===== src/hdl/eas_pkg.sv =====
`timescale 1ns / 1ps
// eas_pkg: shared types and constants of the encoder angle speed estimator
// no dependencies; used by encoder_angle_speed_estimator

package eas_pkg;

  // thousandths of rpm per turn per microsecond: 60e6 us/min * 1000
  localparam logic [35:0] SPEED_SCALE   = 36'd60000000000;
  localparam logic [18:0] MDEG_PER_TURN = 19'd360000;

  // scaled dividend width: mag * SPEED_SCALE / 2^ANGLE_BITS stays below 2^35
  localparam int unsigned QW    = 35;
  localparam int unsigned CNT_W = 6;

  localparam logic [31:0] SPEED_MAX = 32'h7fff_ffff;
  localparam logic [31:0] SPEED_MIN = 32'h8000_0000;

  typedef enum logic [3:0] {
    ST_IDLE = 4'b0001,
    ST_MUL  = 4'b0010,
    ST_DIV  = 4'b0100,
    ST_DONE = 4'b1000
  } state_t;

endpackage


===== src/hdl/encoder_angle_speed_estimator.sv =====
`timescale 1ns / 1ps
// encoder_angle_speed_estimator: speed and angle from absolute angle samples
// depends on eas_pkg (types and constants)
//
//  channel  | handshake            | payload
//  ---------+----------------------+-------------------------------------------
//  in       | in_valid / in_stall  | sensor_angle, sample_time_us, read_ok
//  out      | out_valid / out_stall| ok, angle_out, angle_millideg,
//           |                      | speed_milli_rpm
//  cfg      | cfg_we               | cfg_wdata (enable)
//
// one word at a time; a word that needs a speed quotient goes through a
// bit-serial shift-add multiply of the angle change by the speed scale
// (one bit per cycle), then a restoring divide by the elapsed time
// (one quotient bit per cycle)
// refused words, first samples and zero elapsed time skip the multiply and divide
// the result sits in an output register, so the next word is taken while
// a finished result still waits on out_stall
// rst is synchronous and clears enable and all sample history

module encoder_angle_speed_estimator #(
  parameter int unsigned ANGLE_BITS = 12
) (
  input  logic               clk,
  input  logic               rst,
  // configuration
  input  logic               cfg_we,
  input  logic               cfg_wdata,
  // input words
  input  logic               in_valid,
  output logic               in_stall,
  input  logic [11:0]        sensor_angle,
  input  logic [63:0]        sample_time_us,
  input  logic               read_ok,
  // result words
  output logic               out_valid,
  input  logic               out_stall,
  output logic               ok,
  output logic [11:0]        angle_out,
  output logic [18:0]        angle_millideg,
  output logic signed [31:0] speed_milli_rpm
);

  localparam int unsigned DW    = ANGLE_BITS + 2;  // signed angle difference
  localparam int unsigned PW    = ANGLE_BITS + 36; // product accumulator
  localparam int unsigned PRODW = ANGLE_BITS + 19; // millidegree product
  localparam logic signed [DW-1:0] HALF_TURN = DW'(2 ** (ANGLE_BITS - 1));
  localparam logic signed [DW-1:0] FULL_TURN = DW'(2 ** ANGLE_BITS);

  // control and history
  eas_pkg::state_t              state;
  logic                         enable;
  logic                         have_sample;
  logic [ANGLE_BITS-1:0]        prev_angle;
  logic [31:0]                  prev_time;   // only the low 32 bits matter
  logic [31:0]                  last_speed;
  logic [eas_pkg::CNT_W-1:0]    cnt;

  // datapath
  logic [ANGLE_BITS-1:0]        mag;         // multiplier bits, msb first
  logic                         neg;
  logic [PW-1:0]                acc;
  logic [PW-1:0]                acc_next;
  logic [31:0]                  den;
  logic [31:0]                  rem;
  logic [31:0]                  rem_next;
  logic [eas_pkg::QW-1:0]       dq;          // dividend out, quotient in
  logic [eas_pkg::QW-1:0]       dq_next;
  logic [32:0]                  trial;
  logic [31:0]                  speed_sat;

  // pending result
  logic                         res_ok;
  logic [11:0]                  res_angle;
  logic [18:0]                  res_mdeg;
  logic [31:0]                  res_speed;

  // sample decode
  logic [ANGLE_BITS-1:0]        angle;
  logic signed [DW-1:0]         diff;
  logic signed [DW-1:0]         wrapped;
  logic signed [DW-1:0]         mag_full;
  logic [31:0]                  elapsed;
  logic [PRODW-1:0]             mdeg_prod;
  logic                         accept;
  logic                         out_free;

  assign in_stall = (state != eas_pkg::ST_IDLE);
  assign accept   = in_valid && !in_stall;
  assign out_free = !out_valid || !out_stall;

  assign angle     = ANGLE_BITS'(sensor_angle);
  assign elapsed   = sample_time_us[31:0] - prev_time;
  assign mdeg_prod = PRODW'(angle) * PRODW'(eas_pkg::MDEG_PER_TURN);

  // wrap the change into one half turn either way; exactly a half turn
  // keeps its sign
  always_comb begin
    diff = $signed({2'b00, angle}) - $signed({2'b00, prev_angle});
    if (diff > HALF_TURN) begin
      wrapped = diff - FULL_TURN;
    end else if (diff < -HALF_TURN) begin
      wrapped = diff + FULL_TURN;
    end else begin
      wrapped = diff;
    end
    mag_full = wrapped[DW-1] ? -wrapped : wrapped;
  end

  // shift-add multiply step
  assign acc_next = {acc[PW-2:0], 1'b0}
                  + (mag[ANGLE_BITS-1] ? PW'(eas_pkg::SPEED_SCALE) : PW'(0));

  // restoring divide step
  always_comb begin
    trial = {rem, dq[eas_pkg::QW-1]};
    if (trial >= {1'b0, den}) begin
      rem_next = 32'(trial - {1'b0, den});
      dq_next  = {dq[eas_pkg::QW-2:0], 1'b1};
    end else begin
      rem_next = trial[31:0];
      dq_next  = {dq[eas_pkg::QW-2:0], 1'b0};
    end
  end

  // sign and saturation of the finished quotient
  always_comb begin
    if (neg) begin
      if (dq_next >= eas_pkg::QW'(33'h0_8000_0000)) begin
        speed_sat = eas_pkg::SPEED_MIN;
      end else begin
        speed_sat = -dq_next[31:0];
      end
    end else begin
      if (dq_next > eas_pkg::QW'(eas_pkg::SPEED_MAX)) begin
        speed_sat = eas_pkg::SPEED_MAX;
      end else begin
        speed_sat = dq_next[31:0];
      end
    end
  end

  always_ff @(posedge clk) begin
    if (rst) begin
      state       <= eas_pkg::ST_IDLE;
      enable      <= 1'b0;
      have_sample <= 1'b0;
      prev_angle  <= '0;
      prev_time   <= '0;
      last_speed  <= '0;
      out_valid   <= 1'b0;
      cnt         <= '0;
    end else begin
      if (cfg_we) begin
        enable <= cfg_wdata;
      end
      // output register loads from the done state, empties when taken
      if (state == eas_pkg::ST_DONE && out_free) begin
        out_valid <= 1'b1;
      end else if (out_valid && !out_stall) begin
        out_valid <= 1'b0;
      end

      unique case (state)
        eas_pkg::ST_IDLE: begin
          if (accept) begin
            if (!enable || !read_ok) begin
              // refused word: zero fields, history untouched
              res_ok    <= 1'b0;
              res_angle <= '0;
              res_mdeg  <= '0;
              res_speed <= '0;
              state     <= eas_pkg::ST_DONE;
            end else begin
              prev_angle  <= angle;
              prev_time   <= sample_time_us[31:0];
              have_sample <= 1'b1;
              res_ok      <= 1'b1;
              res_angle   <= 12'(angle);
              res_mdeg    <= mdeg_prod[ANGLE_BITS+18:ANGLE_BITS];
              if (!have_sample) begin
                last_speed <= '0;
                res_speed  <= '0;
                state      <= eas_pkg::ST_DONE;
              end else if (elapsed == 32'd0) begin
                res_speed <= last_speed;
                state     <= eas_pkg::ST_DONE;
              end else begin
                mag   <= mag_full[ANGLE_BITS-1:0];
                neg   <= wrapped[DW-1];
                den   <= elapsed;
                acc   <= '0;
                cnt   <= eas_pkg::CNT_W'(ANGLE_BITS - 1);
                state <= eas_pkg::ST_MUL;
              end
            end
          end
        end

        eas_pkg::ST_MUL: begin
          acc <= acc_next;
          mag <= {mag[ANGLE_BITS-2:0], 1'b0};
          if (cnt == '0) begin
            // divide out the 2^ANGLE_BITS counts per turn
            dq    <= acc_next[ANGLE_BITS+eas_pkg::QW-1:ANGLE_BITS];
            rem   <= '0;
            cnt   <= eas_pkg::CNT_W'(eas_pkg::QW - 1);
            state <= eas_pkg::ST_DIV;
          end else begin
            cnt <= cnt - 1'b1;
          end
        end

        eas_pkg::ST_DIV: begin
          rem <= rem_next;
          dq  <= dq_next;
          cnt <= cnt - 1'b1;
          if (cnt == '0) begin
            last_speed <= speed_sat;
            res_speed  <= speed_sat;
            state      <= eas_pkg::ST_DONE;
          end
        end

        eas_pkg::ST_DONE: begin
          if (out_free) begin
            ok              <= res_ok;
            angle_out       <= res_angle;
            angle_millideg  <= res_mdeg;
            speed_milli_rpm <= $signed(res_speed);
            state           <= eas_pkg::ST_IDLE;
          end
        end

        default: begin
          state <= eas_pkg::ST_IDLE;
        end
      endcase
    end
  end

endmodule

===== config.mk =====
export PLATFORM = sky130hd
export DESIGN_NAME = encoder_angle_speed_estimator
export DESIGN_NICKNAME = d
export VERILOG_FILES = /design/src/hdl/eas_pkg.sv /design/src/hdl/encoder_angle_speed_estimator.sv
export SDC_FILE = /design/constraint.sdc
export NUM_CORES = 1
export LEC_CHECK = 0
export ABC_AREA = 1
export BUFFER_PORTS_ARGS = -buffer_cell sky130_fd_sc_hd__buf_2
export CAP_MARGIN = 20
export CELL_PAD_IN_SITES_DETAIL_PLACEMENT = 0
export CELL_PAD_IN_SITES_GLOBAL_PLACEMENT = 2
export CORE_ASPECT_RATIO = 0.9
export CORE_MARGIN = 3
export CORE_UTILIZATION = 28
export CTS_CLUSTER_SIZE = 20
export DETAILED_ROUTE_END_ITERATION = 16
export PLACE_DENSITY_LB_ADDON = 0.1
export SETUP_SLACK_MARGIN = 0.4
export SYNTH_ARGS = -nofsm -noshare
export SYNTH_HDL_FRONTEND = slang
export SYNTH_SLANG_ARGS = --single-unit
export TNS_END_PERCENT = 10

===== constraint.sdc =====
create_clock -name clk -period 5.6 [get_ports clk]
set_clock_uncertainty 0.15 [all_clocks]
set_input_delay 0.28 -clock clk [delete_from_list [all_inputs] [get_ports clk]]
set_output_delay 0.28 -clock clk [all_outputs]
set_load 0.005 [all_outputs]

## Yosys cells after proc, flatten, opt, wreduce, memory -nomap -nowiden

Cells that the tools add are included.

- Register bits after elaboration: 375
- Output and inout bits: 66
- Input bits: 83
- Logic and storage cells: 131

- Reduce and logical (&&, ||, !) cells: 27
- Add/sub/neg operators: 9
- Multipliers: 1
- Mux-type cells: 50
- Magnitude comparators: 5
- Equal/unequal tests: 14
- Bitwise logic cells: 3

Operators with widths:

| kind | count |
|---|---|
| 32-bit two-way mux | 13 |
| 32-bit case mux with 2 select lines | 3 |
| 46-bit two-way mux | 4 |
| 46-bit case mux with 2 select lines | 1 |
| 35-bit case mux with 2 select lines | 1 |
| 32-bit subtractor | 2 |
| 12-bit two-way mux | 5 |
| 47-bit by 36-bit adder with 47-bit output | 1 |
| 36-bit two-way mux | 1 |
| 35-bit by 32-bit greater-or-equal comparator with 1-bit output (second input constant) | 1 |
| 35-bit by 31-bit > comparator with 1-bit output (second input constant) | 1 |
| 35-bit two-way mux | 1 |
| 33-bit by 32-bit greater-or-equal comparator with 1-bit output | 1 |
| 32-bit zero test | 1 |
| 32-bit negator | 1 |
| 6-bit two-way mux | 5 |
| 14-bit two-way mux | 2 |
| 4-bit two-way mux | 7 |
| 12-bit by 13-bit multiplier with 25-bit output (second input constant) | 1 |
| 12-bit case mux with 2 select lines | 1 |
| 6-bit case mux with 3 select lines | 1 |
| 2-bit != test (second input constant) | 8 |
| 4-bit case mux with 4 select lines | 1 |
| 5-bit AND reduction | 3 |
| 24 further kinds | 43 |

## Longest topological paths before layout

- Depth after elaboration: 11
- Mapped depth: 27
- Depth with buffers taken out: 26

## Worst setup path after synthesis

Ideal clock, no wire load.

- Path type: register to register
- Start: reg state[2]
- End: reg dq[0] in the netlist's numbering (enable)
- Data arrival time: 4.415 ns
- Library setup time: 0.514 ns
- Period minus slack after synthesis: 5.079 ns
- Data required time: 4.936 ns
- Slack: 0.521 ns
- Path buffers: 0
- Stages on the path, launching flop included: 6
- Cells stage by stage: dfxtp_1 nor2_1 inv_1 nor3_1 nand2_1 a21oi_1

- Cells in the longest elaborated chain, start to end: 3
- Elaborated cells on any way between the ends: 5
- Those cells by class: eq/ne: 3; reduce/logical: 2

Ends and longest elaborated chain:

| element | RTL line | text |
|---|---|---|
| start, declared | encoder_angle_speed_estimator.sv:51 | `eas_pkg::state_t state;` |
| start signal, assigned | encoder_angle_speed_estimator.sv:145 | `state <= eas_pkg::ST_IDLE;` |
| start signal, assigned | encoder_angle_speed_estimator.sv:173 | `state <= eas_pkg::ST_DONE;` |
| start signal, assigned | encoder_angle_speed_estimator.sv:184 | `state <= eas_pkg::ST_DONE;` |
| 4-bit by 2-bit equality test with 1-bit output or 4-bit by 3-bit equality test with 1-bit output (tied branches) | encoder_angle_speed_estimator.sv:164 | `unique case (state)` |
| 2-bit != test (no line) or 2-bit nonzero test (tied branches) | n/a |  |
| 3-bit AND reduction (no line) * | n/a |  |
| end signal, assigned | encoder_angle_speed_estimator.sv:205 | `dq <= acc_next[ANGLE_BITS+eas_pkg::QW-1:ANGLE_BITS];` |
| end signal, assigned | encoder_angle_speed_estimator.sv:216 | `dq <= dq_next;` |
| end, declared | encoder_angle_speed_estimator.sv:67 | `logic [eas_pkg::QW-1:0] dq;` |

Every way passes the cells marked *; elsewhere a longest branch is shown, timed or not.
A chain may end at the register's enable or synchronous reset.

## Worst setup path after layout

- Start: in sensor_angle[8]
- End: reg res_mdeg[18], data pin

- Cells in the longest elaborated chain, start to end: 1

Ends and longest elaborated chain:

| element | RTL line | text |
|---|---|---|
| start, declared | encoder_angle_speed_estimator.sv:32 | `input logic [11:0] sensor_angle,` |
| 12-bit by 13-bit multiplier with 25-bit output | encoder_angle_speed_estimator.sv:94 | `assign mdeg_prod = PRODW'(angle) * PRODW'(eas_pkg::MDEG_PER_TURN);` |
| end signal, assigned | encoder_angle_speed_estimator.sv:180 | `res_mdeg <= mdeg_prod[ANGLE_BITS+18:ANGLE_BITS];` |
| end, declared | encoder_angle_speed_estimator.sv:75 | `logic [18:0] res_mdeg;` |

No other way between the ends.

==> reports/qor.csv <==
stage;metric;value;unit
floorplanning;die_y;282;µm
synthesis;yosysTopAreaCell;edfxtp_1;
floorplanning;io_pins;149;
pwr;irDropWorstVdd;0.203;mV
floorplanning;rows;100;
floorplanning;start_util;28.5;%
setup_path;crit_type;input port to register;
route;drc;0;
timing;final_max_slew_viol_count;0;
synthesis;synth.ff_latch_count;364;
route;dr.pass1.iters;5;
pwr;finalPower;8.40;mW
setup_path;cp-end-kind;register;
synthesis;syn_nets;3198;
route;routed_wl;67400;µm
synthesis;muxShareOfSynthArea;0;%
synthesis;synth-async-reset-ratio;0;%
setup_path;required;5800;ps
timing;finalHoldViolations;0;
route;vias_per_cell;4.46;
cts;cts_buffers;44;
floorplanning;dieArea;0.0884;mm²
setup_path;worstSetupStartpointType;input port;
timing;relSlewSlack;31.5;%
cts;htree_levels;2;
timing;rsz0062_at_grt;false;
cts;cts_root_buffer;clkbuf_16;
global_routing;overflow;0;
cts;clkSinkCount;364;
timing;post-route-min-period;4970;ps
synthesis;synth.avg_cell_area;8.20;µm²
timing;worst-slew-pin-transition;1020;ps
worst_hold_path;min_path_type;input port to register;
synthesis;yosys.area_share.simple;19.7;%
cts;ctsLongestPathBuffers;3;
timing;fin_ws;629;ps
pwr;powerDensity;304;mW/mm²
cts;cts_tree;done;
run_status;status;finished clean;
timing;finalSetupViolCount;0;
placed_design;dp_slack;132;ps
run;cap_violations;0;
synthesis;syn-cell-area;0.0238;mm²
route;vias;18800;
floorplanning;dieWidth;313;µm
synthesis;post-synth-top-area-fraction;34.7;%
synthesis;synth_cell_types;56;
synthesis;synth_compound_area_share;12.2;%
final_layout;final_nets;3362;
final_layout;diodes;0;
synthesis;ys_top_cells_by_area;edfxtp_1 (35%), nand2_1 (10%), ha_1 (8.6%), inv_1 (7.8%), dfxtp_1 (7.5%);
final_layout;final_util;33.1;%
global_routing;grt_max_degree;101;
synthesis;syn_inst;2900;
global_routing;grt_pass1_wl;108000;µm
synthesis;synth.top_cells.by_count;nand2_1 (632), inv_1 (495), edfxtp_1 (275);
synthesis;synth_adder_area_share;13.0;%
global_routing;track_usage;15.3;%
setup_path;cp.arrival;5170;ps
synthesis;synthXorXnorAreaFrac;3.82;%
synthesis;synthFlopType;edfxtp_1;
synthesis;ys_seq_area_share;42.2;%
cts;clock_latency;620;ps
timing;min_period_over_period;88.8;%
synthesis;synth_top_family_by_area;simple AND/OR/NAND/NOR gates;
synthesis;synth_edf_count;275;
timing;hold_slack;35.6;ps
cts;clk_pin_slew;60;ps
placed_design;place_congestion;0.819;
global_routing;grt_antenna_before_repair;0;
route;wl_per_cell;16.0;µm
floorplanning;core;0.0835;mm²
route;ant_nets;0;
route;dr.first_iter.drc_count;937;
global_routing;grt_pass1_vias;19000;
timing;fmax;201;MHz
placed_design;place_hpwl;52100;µm
timing;setup_tns;0;ps
final_layout;area_delta_synth_final;16.2;%
placed_design;io_buffer_count;116;
synthesis;synth.most_common_cell;nand2_1;
pwr;leakagePower;12.0;nW
synthesis;yosys_warnings;0;
final_layout;drive_gt1_share;8.26;%
setup_path;crit_fanout;5;
cells in the final DEF (no fill, tap or decap), drive strengths merged, types with 3 or more instances in the layout:
cell and count:
nand2 634, inv 503, edfxtp 275, nor2 245, a21oi 232, o21ai 201
ha 163, buf 145, nand3 141, dfxtp 89, xor2 63, clkbuf 56
fa 52, dlygate4sd3 42, nor3 40, xnor2 38, nand4 35, a22o 22
clkinv 17, a21o 13, o21a 13, nand3b 10, o211ai 10, a31oi 8
nor4 8, or2 7, o21bai 5, a21boi 5, a211oi 4, a221oi 4
clkinvlp 4, and2 3
stage by stage:
| stage | instances | cell area [µm²] |
|---|---|---|
| 2_1_floorplan | 2900 | 23800 |
| 6_report | 4221 | 27600 |
| 3_3_place_gp | 4098 | 25700 |
| 5_1_grt | 4221 | 27600 |
| 4_1_cts | 4221 | 27600 |
| 3_5_place_dp | 4098 | 25700 |
worst max-delay path, stage by stage:
cell and delay, ps:
dlygate4sd3_1 520, buf_2 120, inv_1 60, fa_2 570, inv_1 90, ha_1 310
fa_1 530, fa_1 560, inv_1 60, fa_1 530, inv_1 40, ha_1 340
a21oi_1 190, o21ai_2 100, a21boi_2 210, o21ai_1 140, a21boi_2 240, o21ai_0 130
nor2_1 100, nor2_1 60
what timing repair did:
action / CTS / global route
hold endpoints to repair: 45 / 0
endpoints found under the setup margin: 0 / 4
hold buffers: 42 / 0
buffers inserted: 0 / 0
gates resized for setup: 0 / 8
layout make-up:
type,instances,area [µm²]
clock buffer,56,1200
clock inverter,25,235
fill,8901,55800
inverter,501,1880
multi-input combinational,1966,11600
sequential,364,10000
tap,1122,1400
timing repair buffer,187,1220
routing by layer:
layer | vias up | wire length (µm) | share of wire (%) | track usage, %
li1 | 9870 | - | - | -
met1 | 8673 | 35200 | 52 | 22.4
met2 | 231 | 28900 | 43 | 24.0
met3 | 67 | 2190 | 3.2 | 1.95
met4 | 0 | 1170 | 1.7 | 3.35
met5 | - | 0 | 0 | 0
cell families after synthesis:
family,after synthesis
adders and majority gates,215
xor gates and xnor gates,101
AOI/OAI and AO/OA,524
buffers and inverters,570
DFF,364
and+or+nand+nor,1126
registers in the layout, indices dropped and copies added, names as in the netlist, 4 cells and up:
register         flops
acc                 35
dq                  35
den                 32
last_speed          32
prev_time           32
rem                 32
res_speed           32
speed_milli_rpm     32
angle_millideg      19
res_mdeg            19
angle_out           12
mag                 12
prev_angle          12
res_angle           12
cnt                  6
state                4
worst paths after layout:
kind	to	from	slack [ps]	depth (start not counted)
hold / removal	prev_angle[7]	sensor_angle[7]	40	4
hold reg to reg	angle_out[6]	res_angle[6]	260	0
setup / recovery	res_mdeg[18]	sensor_angle[8]	630	20
setup reg to reg	res_speed[22]	den[2]	1000	25
report_power, final:
group / internal (mW) / switching, mW
Clock: 1.62 / 1.23
Combinational: 0.913 / 1.61
Sequential: 3.01 / 0.0244
Note: power is estimated with default switching activity, not from simulation.
